--- config.mk ---
export PLATFORM = sky130hd
export DESIGN_NAME = gpc_ram
export DESIGN_NICKNAME = d
export VERILOG_FILES = /design/src/gpc_ram.sv
export SDC_FILE = /design/constraint.sdc
export NUM_CORES = 1
export LEC_CHECK = 0
export BUFFER_PORTS_ARGS = -buffer_cell sky130_fd_sc_hd__buf_2
export CAP_MARGIN = 20
export CORE_MARGIN = 2
export CORE_UTILIZATION = 60
export CTS_BUF_LIST = sky130_fd_sc_hd__clkbuf_16
export CTS_CLUSTER_DIAMETER = 120
export DETAILED_ROUTE_END_ITERATION = 8
export HOLD_SLACK_MARGIN = 0.12
export PLACE_DENSITY = 0.8
export SYNTH_ARGS = -nofsm -noshare
export SYNTH_HDL_FRONTEND = slang
export SYNTH_SLANG_ARGS = --single-unit
--- constraint.sdc ---
create_clock -name clk -period 3.2 [get_ports clk]
set_clock_uncertainty 0.15 [all_clocks]
set_input_delay 0.96 -clock clk [delete_from_list [all_inputs] [get_ports clk]]
set_output_delay 0.96 -clock clk [all_outputs]
set_load 0.03 [all_outputs]
--- src/gpc_ram.sv ---
module gpc_ram #(
    parameter int WIDTH = 8,
    parameter int DEPTH = 16,
    localparam int AW = $clog2(DEPTH)
) (
    input  logic             clk,
    input  logic             we,
    input  logic [AW-1:0]    waddr,
    input  logic [WIDTH-1:0] wdata,
    input  logic [AW-1:0]    raddr,
    output logic [WIDTH-1:0] rdata
);

    logic [WIDTH-1:0] mem [DEPTH];

    always_ff @(posedge clk)
    begin
        if (we)
        begin
            mem[waddr] <= wdata;
        end
        rdata <= mem[raddr];
    end

endmodule

Word level (Yosys, flattened, before mapping):

Memory sizes are Yosys's and may differ from the RTL's. A register that Yosys moved wholly into a read port is not among the register bits.
Index checks and enable logic that the tools add are counted.

* muxes and demuxes: 2

Operators with widths (number)
* $mux W1: 2

* flip-flop bits (word level): 0
* memory bits (writable): 128
* input port bits: 18
* output and inout bits: 8
* word-level logic and storage cells: 3
* memories kept: 1

Memory list
* mem: words 16, bits a word 8, read ports 1, clocked after Yosys merged registers in 1, wr ports 1, RTL line 14 `logic [WIDTH-1:0] mem [DEPTH];`

Depth between registers and ports, before layout:

* depth after elaboration: 2
* gate-level depth with buffers: 5
* mapped depth without buffers: 3

Least setup slack after synthesis:

Ideal clock, no wire load.

* path type: input port to flip-flop
* start: in waddr[2]
* end: mem mem[0][0] (enable)
* library setup time: 383 ps
* data arrival time: 2070 ps
* required time: 2667 ps
* slack: 597 ps
* stages on the path: 2
* path buffers: 0
* cell sequence: or3b_2 -> nor3_1

RTL lines
* start: declaration: RTL line 8 `input logic [AW-1:0] waddr,`
* end: declaration: RTL line 14

Straight into the memory's write port.

==> metrics.yaml <==
run_status:
  outcome: "complete, no violations"
grt:
  grt_overflow: 0
  grt_usage_pct: 23.8
  grt_start_max_net_pins: 33
  antenna_found_initial: 1
  grt_pass1_vias: 2573
  grt_pass1_wl_mm: 15.7
floorplan:
  dieArea_sq_um: 9340
  io_pins: 26
  std_cell_rows: 33
  core_area_sq_um: 8260
  die_h_microns: 96.6
  die_w_microns: 96.6
  initial_core_util_pct: 62.3
logic_synthesis:
  async_reset_ff_share_pct: 0
  syn_area_sq_um: 5150
  synth_edf_count: 128
  synthesis.area_per_instance_sq_um: 22.5
  yosys.area.top_type: "edfxtp_1"
  syn_inst: 229
  yosysSeqAreaShare_pct: 77.8
  ys_ff_latch: 136
  synthesis.nets: 247
  ys.flop_type: "edfxtp_1"
  yosys-top-cells-area: "edfxtp_1 (75%), mux4_2 (7.9%), mux4_1 (7.1%)"
  synth_warnings: 0
  synth_top_area_share_pct: 74.7
  yosysUniqueCellTypes: 19
worst_setup_path:
  end_kind: "register"
  worst-setup-path-type: "input port to register"
  startpoint_type: "input port"
  cp.arrival_ns: 2.31
  cp_max_fo: 32
  worst_ep_required_time_ns: 3.34
  cpPeakStageDelay_ns: 0.58
  crit_chain: "buf_2 > buf_12 > mux4_1 > a22oi_1 > nand2_1"
  timing.critical_path.buf_inv: 2
  crit_family: "multiplexers"
  cpMaxStageDelayCell: "mux4_1"
clocking:
  cts_setup_buffers: 0
  cts.clk_slew.worst_paths_ns: 0.05
  cts-root-buf: "clkbuf_16"
  cts_resized: 0
  postCtsHoldBufs: 0
  cts_buffer_depth: 2
  cts_tree: "yes"
  clock_latency_ns: 0.42
  cts_made_buffers: 17
  numClockSinks: 136
  htree_levels: 4
timing:
  fin_crit_sh_pct: 68.1
  slew_headroom_pct: 48.7
  layout_min_cycle_time_ns: 2.18
  fmax_mhz: 459
  tightest_slew_ns: 0.769
  maxSlewViolCount: 0
  rsz0062_at_grt: "no"
  fin_setup_tns_ns: 0
  layout_setup_ws_ns: 1.02
  setup_viol_count_final: 0
  hold_viol: 0
placed_design:
  hpwl_mm: 5.94
  port_buffers: 25
  placed_cell_area_sq_um: 5470
  dp_slack_ns: 0.604
  gp_congestion: 0.713
power:
  vdd_drop_max_v: 0.000567
  power_frac_seq_pct: 50.1
  p_switching_mw: 0.818
  swShare_pct: 20.4
  intPower_mw: 3.19
  p_leak_nw: 2.08
  cellPowerDensity_nw_per_um2: 665
  p_clk_share_pct: 44.9
  p_comb_share_pct: 5.1
routing:
  wire_per_inst_microns: 25.3
  final_antenna_net_count: 0
  via_per_inst: 6.19
  drtIter0Drc: 217
  drc: 0
  vias: 2475
  first_pass_iters: 4
  finalWirelength_mm: 10.1
job:
  drv_cap: 0
cells_and_area:
  nets: 300
  area_growth_pct: 16.9
  fin_area_sq_um: 6020
  drive_above_1_share_pct: 29.9
min_path:
  min_path_type: "register to register"
## worst min-delay path: stages, from the launching register on
cell and delay (ns):
edfxtp_1 0.31, mux4_1 0.23, a22oi_1 0.06, nand2_1 0.06
## power by group through the flow
| stage | sequential (mW) | clock, mW | combinational (mW) |
|---|---|---|---|
| after global placement | 2.04 | 0 | 0.197 |
| after CTS | 2.01 | 1.82 | 0.204 |
| after global routing | 2.01 | 1.89 | 0.218 |
| after detailed placement | 2.04 | 0 | 0.203 |
| after floorplan | 2.06 | 0 | 0.101 |
| final | 2.01 | 1.80 | 0.202 |
## kinds of logic after synthesis
logic type,synth area share (%)
muxes,15.0
buffers and inverters,1.68
DFF,77.8
AOI/OAI and AO/OA,2.33
and+or+nand+nor,3.18
## path summary, 6_finish.rpt
| kind | start | to | slack (ns) | cells after the start |
|---|---|---|---|---|
| setup / recovery | raddr[0] | rdata[4] | 1.02 | 5 |
| hold / removal | mem[4][1] | rdata[1] | 0.54 | 3 |
| setup reg to reg | mem[3][3] | rdata[3] | 1.64 | 3 |
| hold reg to reg | mem[4][1] | rdata[1] | 0.54 | 3 |
## final cells by class
class	count	area (sq um)
clock inverters	14	119
clock buffers	17	425
diodes	1	2.50
fillers	473	2240
flip-flops and latches	136	4000
multi-input cells	83	1060
well taps	105	131
repair buffers	44	280
## routing by layer
layer,share of wire [%],GRT usage (%)
met4,1.1,7.69
met2,51,37.8
met1,39,31.6
met3,8.7,8.31
met5,0,0
## placed cells by master (no fill, tap or decap), drive strengths merged
cell type	synthesis	routed
inv	0	3
and2b	1	1
nand3b	2	2
a22oi	16	16
clkinvlp	0	1
edfxtp	128	128
diode	0	1
clkbuf	0	17
bufinv	0	2
nor2b	1	1
nand3	1	1
mux4	32	32
nor2	13	13
nand2b	2	2
clkinv	0	8
nor3	4	4
or3b	1	1
nand2	9	9
dfxtp	8	8
and2	1	1
buf	7	44
## flip-flops by register name, summed over array words and instances (netlist names)
name / count
rdata: 8
mem: 128
## stage by stage
stage               util, %  hold WS [ns]  std cells  power (mW)
finish                 72.9         0.543        400        4.01
global route           72.9         0.575        399        4.12
CTS                    72.9         0.539        399        4.03
detailed placement     66.3         0.513        368        2.24
global placement       66.3         0.498        368        2.24
floorplan                 -         0.479        229        2.16
## Yosys cell counts, types with 2 or more instances
library cell / n
nand2_1: 9
dfxtp_1: 8
buf_6: 3
buf_2: 3
nand3b_1: 2
nor2_1: 13
nand2b_1: 2
nor3_1: 4
mux4_2: 18
mux4_1: 14
edfxtp_1: 128
a22oi_1: 16
clkdlybuf4s25_2: 3
Power figures use the tool's default switching activity.
