**config.mk**
```make
export PLATFORM = sky130hd
export DESIGN_NAME = gpc_relax
export DESIGN_NICKNAME = d
export VERILOG_FILES = /design/src/gpc_pkg.sv /design/src/gpc_relax.sv
export SDC_FILE = /design/constraint.sdc
export NUM_CORES = 1
export LEC_CHECK = 0
export BUFFER_PORTS_ARGS = -buffer_cell sky130_fd_sc_hd__buf_2
export CORE_UTILIZATION = 35
export DETAILED_ROUTE_END_ITERATION = 12
export PLACE_DENSITY_LB_ADDON = 0.15
export SYNTH_ARGS = -nofsm -noshare
export SYNTH_HDL_FRONTEND = slang
export SYNTH_SLANG_ARGS = --single-unit
```
**constraint.sdc**
```tcl
create_clock -name clk -period 9.21 [get_ports clk]
set_input_delay 0 -clock clk [delete_from_list [all_inputs] [get_ports clk]]
set_output_delay 0 -clock clk [all_outputs]
set_load 0.05 [all_outputs]
```
**src/gpc_pkg.sv**
```systemverilog
package gpc_pkg;

    localparam int OPCODE_W = 2;
    localparam int ROW_IN_W = 5;
    localparam int COL_IN_W = 5;
    localparam int WEIGHT_W = 4;
    localparam int CELL_W   = WEIGHT_W + 1;
    localparam int TOTAL_W  = 16;

    localparam logic [OPCODE_W-1:0] OP_LOAD  = 2'd0;
    localparam logic [OPCODE_W-1:0] OP_SOLVE = 2'd1;
    localparam logic [OPCODE_W-1:0] OP_READ  = 2'd2;

    // A cell word holds the wall flag above the step weight.
    localparam logic [CELL_W-1:0] CELL_WALL = 5'b10000;

    typedef struct packed {
        logic load_own;
        logic take_nb;
        logic nb_in_grid;
    } gpc_relax_ctl_t;

endpackage

```
**src/gpc_relax.sv**
```systemverilog
module gpc_relax #(
    parameter int COST_BITS = 16
) (
    input  logic                   clk,
    input  gpc_pkg::gpc_relax_ctl_t ctl,
    input  logic [gpc_pkg::CELL_W-1:0] cell_word,
    input  logic [COST_BITS-1:0]   cost_rd,
    output logic [COST_BITS-1:0]   best,
    output logic                   improved,
    output logic                   cell_open
);
    import gpc_pkg::*;

    localparam logic [COST_BITS-1:0] UNREACH = '1;
    localparam logic [COST_BITS-1:0] LIMIT   = UNREACH - 1'b1;

    logic [COST_BITS-1:0] own_reg;
    logic [COST_BITS-1:0] best_reg;
    logic [CELL_W-1:0]    cell_reg;
    logic [COST_BITS:0]   sum;
    logic [COST_BITS-1:0] cand;

    // Candidate is the neighbor cost plus this cell's weight, saturated below unreachable.
    always_comb
    begin
        sum  = {1'b0, cost_rd} + (COST_BITS+1)'(cell_reg[WEIGHT_W-1:0]);
        cand = (sum > {1'b0, LIMIT}) ? LIMIT : sum[COST_BITS-1:0];
        best = best_reg;
        if (ctl.take_nb && ctl.nb_in_grid && cost_rd != UNREACH && cand < best_reg)
        begin
            best = cand;
        end
    end

    assign improved  = best < own_reg;
    assign cell_open = ~cell_reg[CELL_W-1];

    always_ff @(posedge clk)
    begin
        if (ctl.load_own)
        begin
            own_reg  <= cost_rd;
            best_reg <= cost_rd;
            cell_reg <= cell_word;
        end
        else
        begin
            best_reg <= best;
        end
    end

endmodule

```
**Yosys cells after proc, flatten, opt, wreduce, memory -nomap -nowiden**

Cells that the tools add are included.
Widths: inputs -> output; s select.

- Word-level logic and storage cells: 15
- Output and inout port bits: 18
- Bits in registers: 37
- Input port bits: 25

- Mux-type cells: 3
- Eq/ne operators: 1
- Add/subtract/negate cells: 1
- Bitwise gates (word level): 1
- Reductions and logical operators: 3
- $lt $le $gt $ge: 3

Operators by type and width:

| cell | number |
|---|---|
| $mux 16 | 3 |
| $lt 16x16->1 | 2 |
| $add 16x4->17 | 1 |
| $gt 17x16->1 const B | 1 |
| $ne 16x16->1 const B | 1 |
| $logic_and 1x1->1 | 3 |
| $not 1->1 | 1 |

**Longest topological paths before layout**

Gate-level depths: netlist of run 1.

- Depth after elaboration: 7
- Depth in mapped cells: 26

**Least setup slack after synthesis of run 1**

No wires, ideal clock.

- Path type: register to output
- From: register cell_reg[0]
- To: output improved
- Buffers on the path: 0
- Setup slack: 3.371 ns
- Data required time: 9.210 ns
- Stages on the path, launching flop included: 27
- Data arrival time: 5.839 ns
- Cells stage by stage: edfxtp_1 -> ha_1 -> inv_1 -> fa_1 -> nand4b_1 -> nor4_1 -> nand3_1 -> or3_1 -> o31a_2 -> nand2_1 -> ha_1 -> a211oi_1 -> nor2_1 -> a211oi_1 -> and2_2 -> nand2_1 -> a41oi_4 -> mux2_2 -> ha_1 -> a21o_1 -> a21oi_1 -> nor2b_1 -> o21ai_0 -> nand2_1 -> o2111ai_1 -> nand3_1 -> a31oi_1

- Longest elaborated chain between the ends: 7

Ends and longest elaborated chain:

| element | line | RTL |
|---|---|---|
| start: declaration | gpc_relax.sv:19 | `logic [CELL_W-1:0] cell_reg;` |
| start signal: assignment | gpc_relax.sv:44 | `cell_reg <= cell_word;` |
| $add 16x4->17 * | gpc_relax.sv:26 | `sum = {1'b0, cost_rd} + (COST_BITS+1)'(cell_reg[WEIGHT_W-1:0]);` |
| $gt 17x16->1 | gpc_relax.sv:27 | `cand = (sum > {1'b0, LIMIT}) ? LIMIT : sum[COST_BITS-1:0];` |
| $mux 16 * | gpc_relax.sv:27 |  |
| $lt 16x16->1 | gpc_relax.sv:29 | `if (ctl.take_nb && ctl.nb_in_grid && cost_rd != UNREACH && cand < best_reg)` |
| $logic_and 1x1->1 | gpc_relax.sv:29 |  |
| $mux 16 * | gpc_relax.sv:29 |  |
| via best[9] | gpc_relax.sv:8 | `output logic [COST_BITS-1:0] best,` |
| $lt 16x16->1 * | gpc_relax.sv:35 | `assign improved = best < own_reg;` |
| end: declaration | gpc_relax.sv:9 | `output logic improved,` |

The timed path passes the listed nets; every way through them passes the cells marked *.

**Worst setup path after layout of run 1**

- From: input cost_rd[0]
- To: output improved

- Longest elaborated chain between the ends: 7

Ends and longest elaborated chain:

| element | line | RTL |
|---|---|---|
| start: declaration | gpc_relax.sv:7 | `input logic [COST_BITS-1:0] cost_rd,` |
| $add 16x4->17 | gpc_relax.sv:26 |  |
| $gt 17x16->1 | gpc_relax.sv:27 |  |
| $mux 16 | gpc_relax.sv:27 |  |
| $lt 16x16->1 | gpc_relax.sv:29 |  |
| $logic_and 1x1->1 | gpc_relax.sv:29 |  |
| $mux 16 * | gpc_relax.sv:29 |  |
| $lt 16x16->1 * | gpc_relax.sv:35 |  |

Every way passes the cells marked *; elsewhere a longest branch is shown, timed or not.

==> impl_metrics.py, run 1 <==
metrics = {
    "clocking": {
        "cts_buffer_depth": 2,
        "ctsRootBufferMaster": "sky130_fd_sc_hd__clkbuf_8",
        "clock_sink_total": 37,
        "reg_clk_slew_reported_paths_ns": 0.07,
        "tritoncts": "yes",
        "post-cts-setup-buffers": 0,
        "clock_tree.htree_level_count": 2,
        "tritoncts.num_buffers": 5,
        "worst_skew_pair.late_latency_ns": 0.29,
    },
    "worst_setup_path": {
        "worstSetupEndpointType": "primary output",
        "cp.arrival_ns": 6.68,
        "timing.reg2reg.setup_slack_ns": 4.12,
        "crit_fanout": 15,
        "worst_path_max_delay_cell": "sky130_fd_sc_hd__a41oi_4",
        "critical_path.max_stage_delay_ns": 0.68,
        "critPathLaunchType": "primary input",
        "crit_type": "primary input to primary output",
        "worst_ep_required_time_ns": 9.21,
    },
    "final_layout": {
        "area.growth.synth_to_final_pct": 19.3,
        "final_common_cell": "sky130_fd_sc_hd__buf_2",
        "commonest_cells_after_routing_fill_and_taps_aside": "sky130_fd_sc_hd__buf_2 (42), sky130_fd_sc_hd__inv_1 (39), sky130_fd_sc_hd__ha_1 (34)",
        "nets": 404,
        "insertedDiodeCount": 0,
        "final_layout_size_suffix_gt1_share_pct": 26.7,
    },
    "global_route": {
        "grt_remaining_overflow": 0,
        "antenna_found_initial": 0,
        "groute.usage.overall_pct": 16.9,
        "grt_pass1_vias": 2210,
        "grt_pass1_wl_um": 11100,
        "grt_max_degree": 38,
    },
    "yosys": {
        "synth.avg_cell_area_um2": 10.1,
        "yosys.area_share.simple_pct": 13.6,
        "post_synth_xor_area_fraction_pct": 3.41,
        "synth_seq_area_share_pct": 33.6,
        "syn_nets": 341,
        "netlist_instances": 281,
        "synth_warnings": 0,
        "synth_mux_area_share_pct": 13.7,
        "combinational_family_with_the_most_area_after_synthesis": "adder cells",
        "synth_area_in_adders_pct": 15.8,
        "synth-compound-area-share_pct": 12.9,
        "synth.cell_area_um2": 2830,
        "synthDistinctLibCells": 50,
        "synthArstFlopShare_pct": 0,
        "post_synth_edffs": 21,
        "most_used_dff_post_synth": "sky130_fd_sc_hd__edfxtp_1",
        "ys_ff_latch": 37,
    },
    "drt": {
        "post-route-drc-count": 0,
        "via_count": 2217,
        "dr.first_iter.drc_count": 116,
        "wl_um": 6580,
        "detail_route.wl_per_cell_um": 14.7,
        "drt_pass1_iterations": 4,
        "ant_nets": 0,
        "avgViaCountPerCell": 4.96,
    },
    "power": {
        "power-per-cell-area_nw_per_um2": 163,
        "total_leakage_power_nw": 1.53,
        "peak_supply_drop_mv": 0.0814,
        "p_total_mw": 0.549,
    },
    "timing": {
        "max_freq_mhz": 150,
        "final-setup-viol-count": 0,
        "timing.final.crit_period_ns": 6.68,
        "timing_worst_slew_pin_value_ns": 0.867,
        "maxSlewViolCount": 0,
        "period_share_pct": 72.6,
        "slew-limit-headroom_pct": 42.2,
        "clock-skew-final_ns": 0.00450,
        "finalSetupTns_ns": 0,
        "timing.final.hold_violations": 0,
        "rsz0062_at_grt": "false",
    },
    "run": {
        "drv.max_cap_violation_count": 0,
    },
    "placed_design": {
        "detailed_place_hpwl_um": 5070,
        "place.gp.congestion": 0.849,
        "place.port_buffers": 42,
    },
    "floorplan": {
        "ioPinCount": 43,
        "die_height_um": 91.9,
        "floorplan.initialDensity_pct": 36.4,
        "dieArea_um2": 8440,
        "row_count": 32,
        "die-width_um": 91.9,
        "fp.coreArea_um2": 7770,
    },
    "run_status": {
        "status": "finished clean",
    },
    "hold_path": {
        "kind_of_path_behind_the_tightest_hold_check": "primary input to flip-flop",
    },
}
## path summary, 6_finish.rpt
| path | startpoint | endpoint | cells after the start |
|---|---|---|---|
| worst min register to register | best_reg[2] | best_reg[2] | 2 |
| worst min-delay path | cost_rd[7] | own_reg[7] | 1 |
| worst max-delay path | cost_rd[0] | improved | 29 |
| worst max register to register | cell_reg[0] | best_reg[9] | 18 |
## routing by layer
metal	share of wire [%]	track usage [%]	wire (um)	vias to the layer above
li1	-	-	-	1146
met1	49	23.0	3240	1019
met2	46	27.6	3010	41
met3	3.0	2.49	195	11
met4	2.0	5.21	129	0
met5	0	0	0	-
## per-stage QoR
| stage | utilization, % | instances | hold WS (ns) | instance area [um^2] | setup slack (ns) |
|---|---|---|---|---|---|
| finish | 43.4 | 447 | 0.0273 | 3370 | 2.53 |
| detailed placement | 40.1 | 421 | 0.178 | 3110 | 2.89 |
| global placement | 40.1 | 421 | 0.177 | 3110 | 2.98 |
| CTS | 43.4 | 447 | 0.0137 | 3370 | 2.49 |
| floorplan | - | 281 | 0.0989 | 2830 | 3.37 |
| global route | 43.4 | 447 | 0.0293 | 3370 | 1.96 |
## critical path, delay by kind of cell
family / cells / cell delay, ns
buf+inv: 4 / 1.02
xor+xnor: 1 / 0.13
compound gates: 10 / 2.63
mux: 1 / 0.45
fa+ha+maj: 4 / 1.14
simple gates: 9 / 1.30
## layout make-up
cell class,instances,area (um^2)
Clock buffer,8,80.1
Multi-Input combinational cell,201,1680
Sequential cell,37,951
Inverter,39,146
Timing Repair Buffer,60,390
Fill cell,777,4390
Tap cell,102,128
## kinds of logic after synthesis
| group | after synthesis |
|---|---|
| adders and majority gates | 35 |
| AOI/OAI and AO/OA | 52 |
| muxes | 31 |
| DFF | 37 |
| buffers and inverters | 43 |
| and+or+nand+nor | 72 |
| xor gates and xnor gates | 11 |
## synth_stat cells (all sizes together), types with 2 or more instances
cell type,n,area share [%]
a31oi,2,0.44
edfxtp,21,22
dfxtp,16,11
or2,2,0.44
o21ai,11,1.9
nor2b,2,0.44
inv,39,5.2
ha,34,15
nand4,10,2.2
o22ai,2,0.44
a21boi,2,0.53
mux2,31,14
nand2b,3,0.66
xor2,6,1.9
or3,2,0.49
a211oi,7,2.0
and3,3,0.66
buf,3,1.4
xnor2,5,1.5
o21a,3,0.84
a21oi,13,2.4
nor4,2,0.44
a21o,4,1.1
o2111ai,2,0.62
nand2,23,3.1
nor2,9,1.2
nand3,10,1.9
## what timing repair did
action,in CTS,in global routing
hold buffers,18,0
gates resized for setup,0,0
hold endpoints to repair,19,0
## power by group
| part | switching, mW | internal, mW | leakage, nW | total, mW |
|---|---|---|---|---|
| Sequential | 0.00686 | 0.193 | 0.341 | 0.200 |
| Combinational | 0.147 | 0.0914 | 1.15 | 0.239 |
| Clock | 0.0565 | 0.0538 | 0.0395 | 0.110 |
| Total | 0.211 | 0.338 | 1.53 | 0.549 |
Note: power is estimated with default switching activity, not from simulation.
==> run 2, diff against run 1 <==
- clock period: 9.21 -> 6.01 ns (I/O delays scaled with it)
==> impl_metrics.py, run 2 (same netlist as run 1, synthesis figures left out) <==
metrics = {
    "drt": {
        "dr.first_iter.drc_count": 76,
        "detail_route.wl_per_cell_um": 14.9,
        "via_count": 2263,
        "ant_nets": 0,
        "wl_um": 6870,
        "drt_pass1_iterations": 4,
        "avgViaCountPerCell": 4.90,
        "post-route-drc-count": 0,
    },
    "global_route": {
        "grt_pass1_vias": 2246,
        "grt_max_degree": 38,
        "antenna_found_initial": 0,
        "grt_pass1_wl_um": 11000,
        "groute.usage.overall_pct": 16.8,
        "grt_remaining_overflow": 0,
    },
    "worst_setup_path": {
        "r2r_end": "best_reg[3]",
        "worst_ep_required_time_ns": 6.01,
        "critical_path.max_stage_delay_ns": 0.43,
        "critical_path.reg2reg.startpoint": "cell_reg[0]",
        "timing.critical_path.depth": 26,
        "timing.critical_path.to": "improved",
        "worstSetupEndpointType": "primary output",
        "crit_type": "flip-flop to primary output",
        "category_of_cells_accounting_for_the_largest_share_of_critical_path_delay": "simple AND/OR/NAND/NOR gates",
        "reg2reg_path_depth": 21,
        "setup.worst_path.start": "cell_reg[0]",
        "timing.reg2reg.setup_slack_ns": 1.35,
        "crit_buf_inv": 4,
        "cp.arrival_ns": 5.75,
        "worst_path_max_delay_cell": "sky130_fd_sc_hd__fa_1",
        "crit_fanout": 9,
        "critPathLaunchType": "flip-flop",
    },
    "run_status": {
        "status": "finished clean",
    },
    "clocking": {
        "cts_buffer_depth": 2,
        "reg_clk_slew_reported_paths_ns": 0.07,
        "ctsRootBufferMaster": "sky130_fd_sc_hd__clkbuf_8",
        "worst_skew_pair.late_latency_ns": 0.29,
        "tritoncts": "yes",
        "clock_tree.htree_level_count": 2,
        "tritoncts.num_buffers": 5,
        "clock_sink_total": 37,
    },
    "floorplan": {
        "row_count": 32,
        "die-width_um": 91.9,
        "floorplan.initialDensity_pct": 36.4,
        "die_height_um": 91.9,
        "ioPinCount": 43,
        "dieArea_um2": 8440,
        "fp.coreArea_um2": 7770,
    },
    "placed_design": {
        "placed_cells_incl_taps": 426,
        "place.gp.congestion": 0.839,
        "place.port_buffers": 42,
        "detailed_place_hpwl_um": 5170,
        "dpl-instance-area_um2": 3160,
    },
    "power": {
        "p_int_mw": 0.544,
        "p_total_mw": 0.885,
        "power-per-cell-area_nw_per_um2": 243,
        "pwr-share-seq_pct": 34.6,
        "peak_supply_drop_mv": 0.136,
        "power.net_switching_mw": 0.341,
        "power_switching_share_pct": 38.5,
        "clock_power_share_pct": 19.3,
        "combinational_power_share_pct": 46.0,
        "total_leakage_power_nw": 1.64,
    },
    "final_layout": {
        "final_cell_area_um2": 3640,
        "final_layout_size_suffix_gt1_share_pct": 35.0,
        "final_cells": 462,
        "area.growth.synth_to_final_pct": 28.6,
        "commonest_cells_after_routing_fill_and_taps_aside": "sky130_fd_sc_hd__buf_2 (41), sky130_fd_sc_hd__inv_1 (39), sky130_fd_sc_hd__ha_1 (28)",
        "nets": 419,
        "final_common_cell": "sky130_fd_sc_hd__buf_2",
        "insertedDiodeCount": 0,
    },
    "run": {
        "drv.max_cap_violation_count": 0,
    },
    "timing": {
        "timing_worst_slew_pin_value_ns": 0.858,
        "clock-skew-final_ns": 0.00578,
        "fin_worst_hold_slack_ns": 0.00411,
        "finalSetupTns_ns": 0,
        "timing.final.hold_violations": 0,
        "final-setup-viol-count": 0,
        "slew-limit-headroom_pct": 42.8,
        "timing.final.crit_period_ns": 5.75,
        "period_share_pct": 95.7,
        "maxSlewViolCount": 0,
        "max_freq_mhz": 174,
    },
    "hold_path": {
        "kind_of_path_behind_the_tightest_hold_check": "primary input to flip-flop",
        "whs_path_cells": 1,
    },
}
## run 2: cell count changes in the layout (fill, tap and decap cells not counted), sizes merged
cell and delta:
buf +17, dlygate4sd3 -2
## run 2: worst min path at each step
stage / start / endpoint / slack [ns]
2_1_floorplan: cell_word[0] / cell_reg[0] / 0.1
3_3_place_gp: cell_word[3] / cell_reg[3] / 0.18
3_5_place_dp: cell_word[0] / cell_reg[0] / 0.18
4_1_cts: cost_rd[6] / own_reg[6] / 0.0005
5_1_grt: cost_rd[6] / own_reg[6] / 0.008
6_report: cost_rd[6] / own_reg[6] / 0.004
## run 2: layout make-up
cell class              count  area [um^2]
repair buffers             75          529
multi-input cells         201         1800
flip-flops and latches     37          951
fillers                   753         4130
well taps                 102          128
inverters                  39          146
clock buffers               8         80.1
## run 2: per-layer routing
| metal | vias up | wire length [um] | global-route usage [%] | share of wire [%] |
|---|---|---|---|---|
| met1 | 1040 | 3340 | 22.5 | 49 |
| met5 | - | 0 | 0 | 0 |
| met2 | 44 | 3230 | 28.1 | 47 |
| li1 | 1172 | - | - | - |
| met4 | 0 | 75 | 3.91 | 1.1 |
| met3 | 7 | 221 | 2.82 | 3.2 |
## run 2: per-stage QoR
step | utilization (%) | setup slack, ns
after floorplan | - | 0.171
after detailed placement | 40.7 | 0.0548
after global routing | 46.8 | -0.0273
after CTS | 45.3 | 0.0159
final | 46.8 | 0.258
after global placement | 40.7 | 0.173
## run 2: what timing repair did
action | in CTS | in global routing
pin swaps | 4 | 16
setup buffers | 8 | 4
endpoints found under the setup margin | 1 | 1
gates resized for setup | 10 | 18
hold buffers | 16 | 0
hold endpoints to repair | 16 | 0
## run 2: power by group through the flow
stage                     registers [mW]  logic (mW)  clock network, mW
after CTS                          0.307       0.388              0.177
after global routing               0.310       0.446              0.185
final                              0.307       0.407              0.171
after floorplan                    0.309       0.276                  0
after global placement             0.312       0.362                  0
after detailed placement           0.312       0.364                  0
==> run 3, diff against run 2 <==
- ABC_AREA: unset -> 1
==> impl_metrics.py, run 3 <==
metrics = {
    "run_status": {
        "status": "finished clean",
    },
    "final_layout": {
        "nets": 532,
        "fillCellCount": 862,
        "multi_input_combinational_cell_area_um2": 1710,
        "final_cell_area_um2": 3590,
        "insertedDiodeCount": 0,
        "commonest_cells_after_routing_fill_and_taps_aside": "sky130_fd_sc_hd__nand2_1 (128), sky130_fd_sc_hd__inv_1 (65), sky130_fd_sc_hd__buf_2 (41)",
        "final-seq-area_um2": 951,
        "area.growth.synth_to_final_pct": 21.9,
        "final_common_cell": "sky130_fd_sc_hd__nand2_1",
        "final_layout_size_suffix_gt1_share_pct": 18.0,
    },
    "timing": {
        "timing_worst_slew_pin_value_ns": 0.852,
        "fin_worst_hold_slack_ns": 0.241,
        "clock-skew-final_ns": 0.00687,
        "slew-limit-headroom_pct": 43.1,
        "max_freq_mhz": 180,
        "timing.final.crit_period_ns": 5.56,
        "timing.final.hold_violations": 0,
        "period_share_pct": 92.4,
        "maxSlewViolCount": 0,
        "final-setup-viol-count": 0,
        "finalSetupTns_ns": 0,
    },
    "power": {
        "total_leakage_power_nw": 1.84,
        "power-per-cell-area_nw_per_um2": 231,
        "peak_supply_drop_mv": 0.0880,
        "p_total_mw": 0.827,
    },
    "worst_setup_path": {
        "cp.arrival_ns": 5.56,
        "critPathLaunchType": "primary input",
        "worst_ep_required_time_ns": 6.01,
        "worst_path_max_delay_cell": "sky130_fd_sc_hd__dlygate4sd3_1",
        "worstSetupEndpointType": "primary output",
        "timing.reg2reg.setup_slack_ns": 1.78,
        "reg2reg_path_depth": 29,
        "crit_type": "primary input to primary output",
        "critical_path.max_stage_delay_ns": 0.52,
        "crit_top_cell": "sky130_fd_sc_hd__nand2_1",
        "crit_fanout": 30,
    },
    "clocking": {
        "tritoncts.num_buffers": 5,
        "reg_clk_slew_reported_paths_ns": 0.07,
        "ctsRootBufferMaster": "sky130_fd_sc_hd__clkbuf_8",
        "worst_skew_pair.late_latency_ns": 0.29,
        "cts_buffer_depth": 2,
        "tritoncts": "yes",
        "clock_sink_total": 37,
        "clock_tree.htree_level_count": 2,
    },
    "floorplan": {
        "die-width_um": 93.7,
        "fp.coreArea_um2": 8180,
        "floorplan.initialDensity_pct": 36.0,
        "die_height_um": 93.7,
        "dieArea_um2": 8780,
        "ioPinCount": 43,
        "row_count": 33,
    },
    "global_route": {
        "groute.usage.overall_pct": 18.0,
        "grt_max_degree": 31,
        "antenna_found_initial": 0,
        "grt_pass1_vias": 2626,
        "grt_remaining_overflow": 0,
        "grt_pass1_wl_um": 12200,
    },
    "hold_path": {
        "whs_path_cells": 3,
        "kind_of_path_behind_the_tightest_hold_check": "primary input to flip-flop",
    },
    "drt": {
        "ant_nets": 0,
        "dr.first_iter.drc_count": 119,
        "post-route-drc-count": 0,
        "wirelength_met1_um": 3740,
        "wl_um": 7480,
        "avgViaCountPerCell": 4.83,
        "met3WireLength_um": 218,
        "drt_pass1_iterations": 4,
        "detail_route.wl_per_cell_um": 12.9,
        "via_count": 2792,
        "uppermost_layer_routed": "met4",
        "routed-wl-met2_um": 3340,
    },
    "yosys": {
        "ys_ff_latch": 37,
        "synth_top_area_share_pct": 21.4,
        "synth_warnings": 0,
        "post_synth_edffs": 21,
        "synth.cell_area_um2": 2940,
        "post_synth_main_area_contributors": "sky130_fd_sc_hd__edfxtp_1 (21%), sky130_fd_sc_hd__nand2_1 (16%), sky130_fd_sc_hd__ha_1 (14%), sky130_fd_sc_hd__dfxtp_1 (11%), sky130_fd_sc_hd__inv_1 (8.4%)",
        "syn_nets": 467,
        "yosysTopAreaCell": "sky130_fd_sc_hd__edfxtp_1",
        "post-synth-top-count-cell": "sky130_fd_sc_hd__nand2_1",
        "most_used_dff_post_synth": "sky130_fd_sc_hd__edfxtp_1",
        "synth_seq_area_share_pct": 32.3,
        "synth.avg_cell_area_um2": 7.23,
        "netlist_instances": 407,
        "synthDistinctLibCells": 31,
        "yosys-top-cells-count": "sky130_fd_sc_hd__nand2_1 (128), sky130_fd_sc_hd__inv_1 (66), sky130_fd_sc_hd__nand3_1 (37)",
        "synthArstFlopShare_pct": 0,
    },
    "placed_design": {
        "place.port_buffers": 42,
        "detailed_place_hpwl_um": 5860,
        "place.gp.congestion": 0.831,
        "dpl-instance-area_um2": 3240,
    },
    "run": {
        "drv.max_cap_violation_count": 0,
    },
}
[run 3: changes by cell type after synthesis, sizes merged, moves of 5 or more]
| cell | change |
|---|---|
| nand2 | +113 |
| nor2 | +13 |
| nand4 | -5 |
| o21ai | +20 |
| xor2 | -6 |
| inv | +29 |
| nand3 | +30 |
| mux2 | -31 |
| xnor2 | -5 |
[run 3: cell families after synthesis]
logic type	after synthesis	synth area share (%)
fa+ha+maj	35	15.1
simple gates	209	31.4
buf+inv	76	10.2
compound gates	50	10.9
flops	37	32.3
[run 3: routing by layer]
metal | GRT usage (%) | vias to the layer above
li1 | - | 1459
met1 | 23.6 | 1261
met2 | 29.8 | 58
met5 | 0 | -
met3 | 3.16 | 14
met4 | 6.15 | 0
[run 3: final cells by class]
cell class | count | area share (%)
well taps | 105 | 3.66
flip-flops and latches | 37 | 26.5
inverters | 68 | 7.42
clock buffers | 8 | 2.51
repair buffers | 66 | 12.4
multi-input cells | 294 | 47.5
[run 3: worst paths after layout]
path,startpoint,to
worst max register to register,cell_reg[0],best_reg[12]
worst min-delay path,ctl[2],best_reg[2]
worst max-delay path,cost_rd[0],improved
worst min register to register,best_reg[13],best_reg[13]
[run 3: timing repair]
action / 4_1_cts / 5_1_grt
endpoints found under the setup margin: 1 / 1
resized for setup: 3 / 5
hold endpoints to repair: 23 / 0
setup buffers: 0 / 3
hold buffers: 21 / 0
[run 3: metrics by stage]
| stage | util [%] | cells | setup slack [ns] |
|---|---|---|---|
| floorplan | - | 407 | 0.709 |
| global placement | 39.6 | 546 | 0.275 |
| detailed placement | 39.6 | 546 | 0.133 |
| CTS | 43.4 | 575 | 0.0307 |
| global route | 43.9 | 578 | -0.00466 |
| finish | 43.9 | 578 | 0.454 |
[run 3: where the power goes]
| part | switching (mW) | internal [mW] |
|---|---|---|
| combinational | 0.232 | 0.110 |
| sequential | 0.00637 | 0.293 |
| clock | 0.0931 | 0.0937 |
| total | 0.332 | 0.496 |
[run 3: critical path: cells and delay by family]
| kind | cells | cell delay, ns |
|---|---|---|
| buf+inv | 8 | 1.61 |
| simple gates | 16 | 1.55 |
| compound gates | 8 | 1.30 |
| fa+ha+maj | 4 | 1.07 |
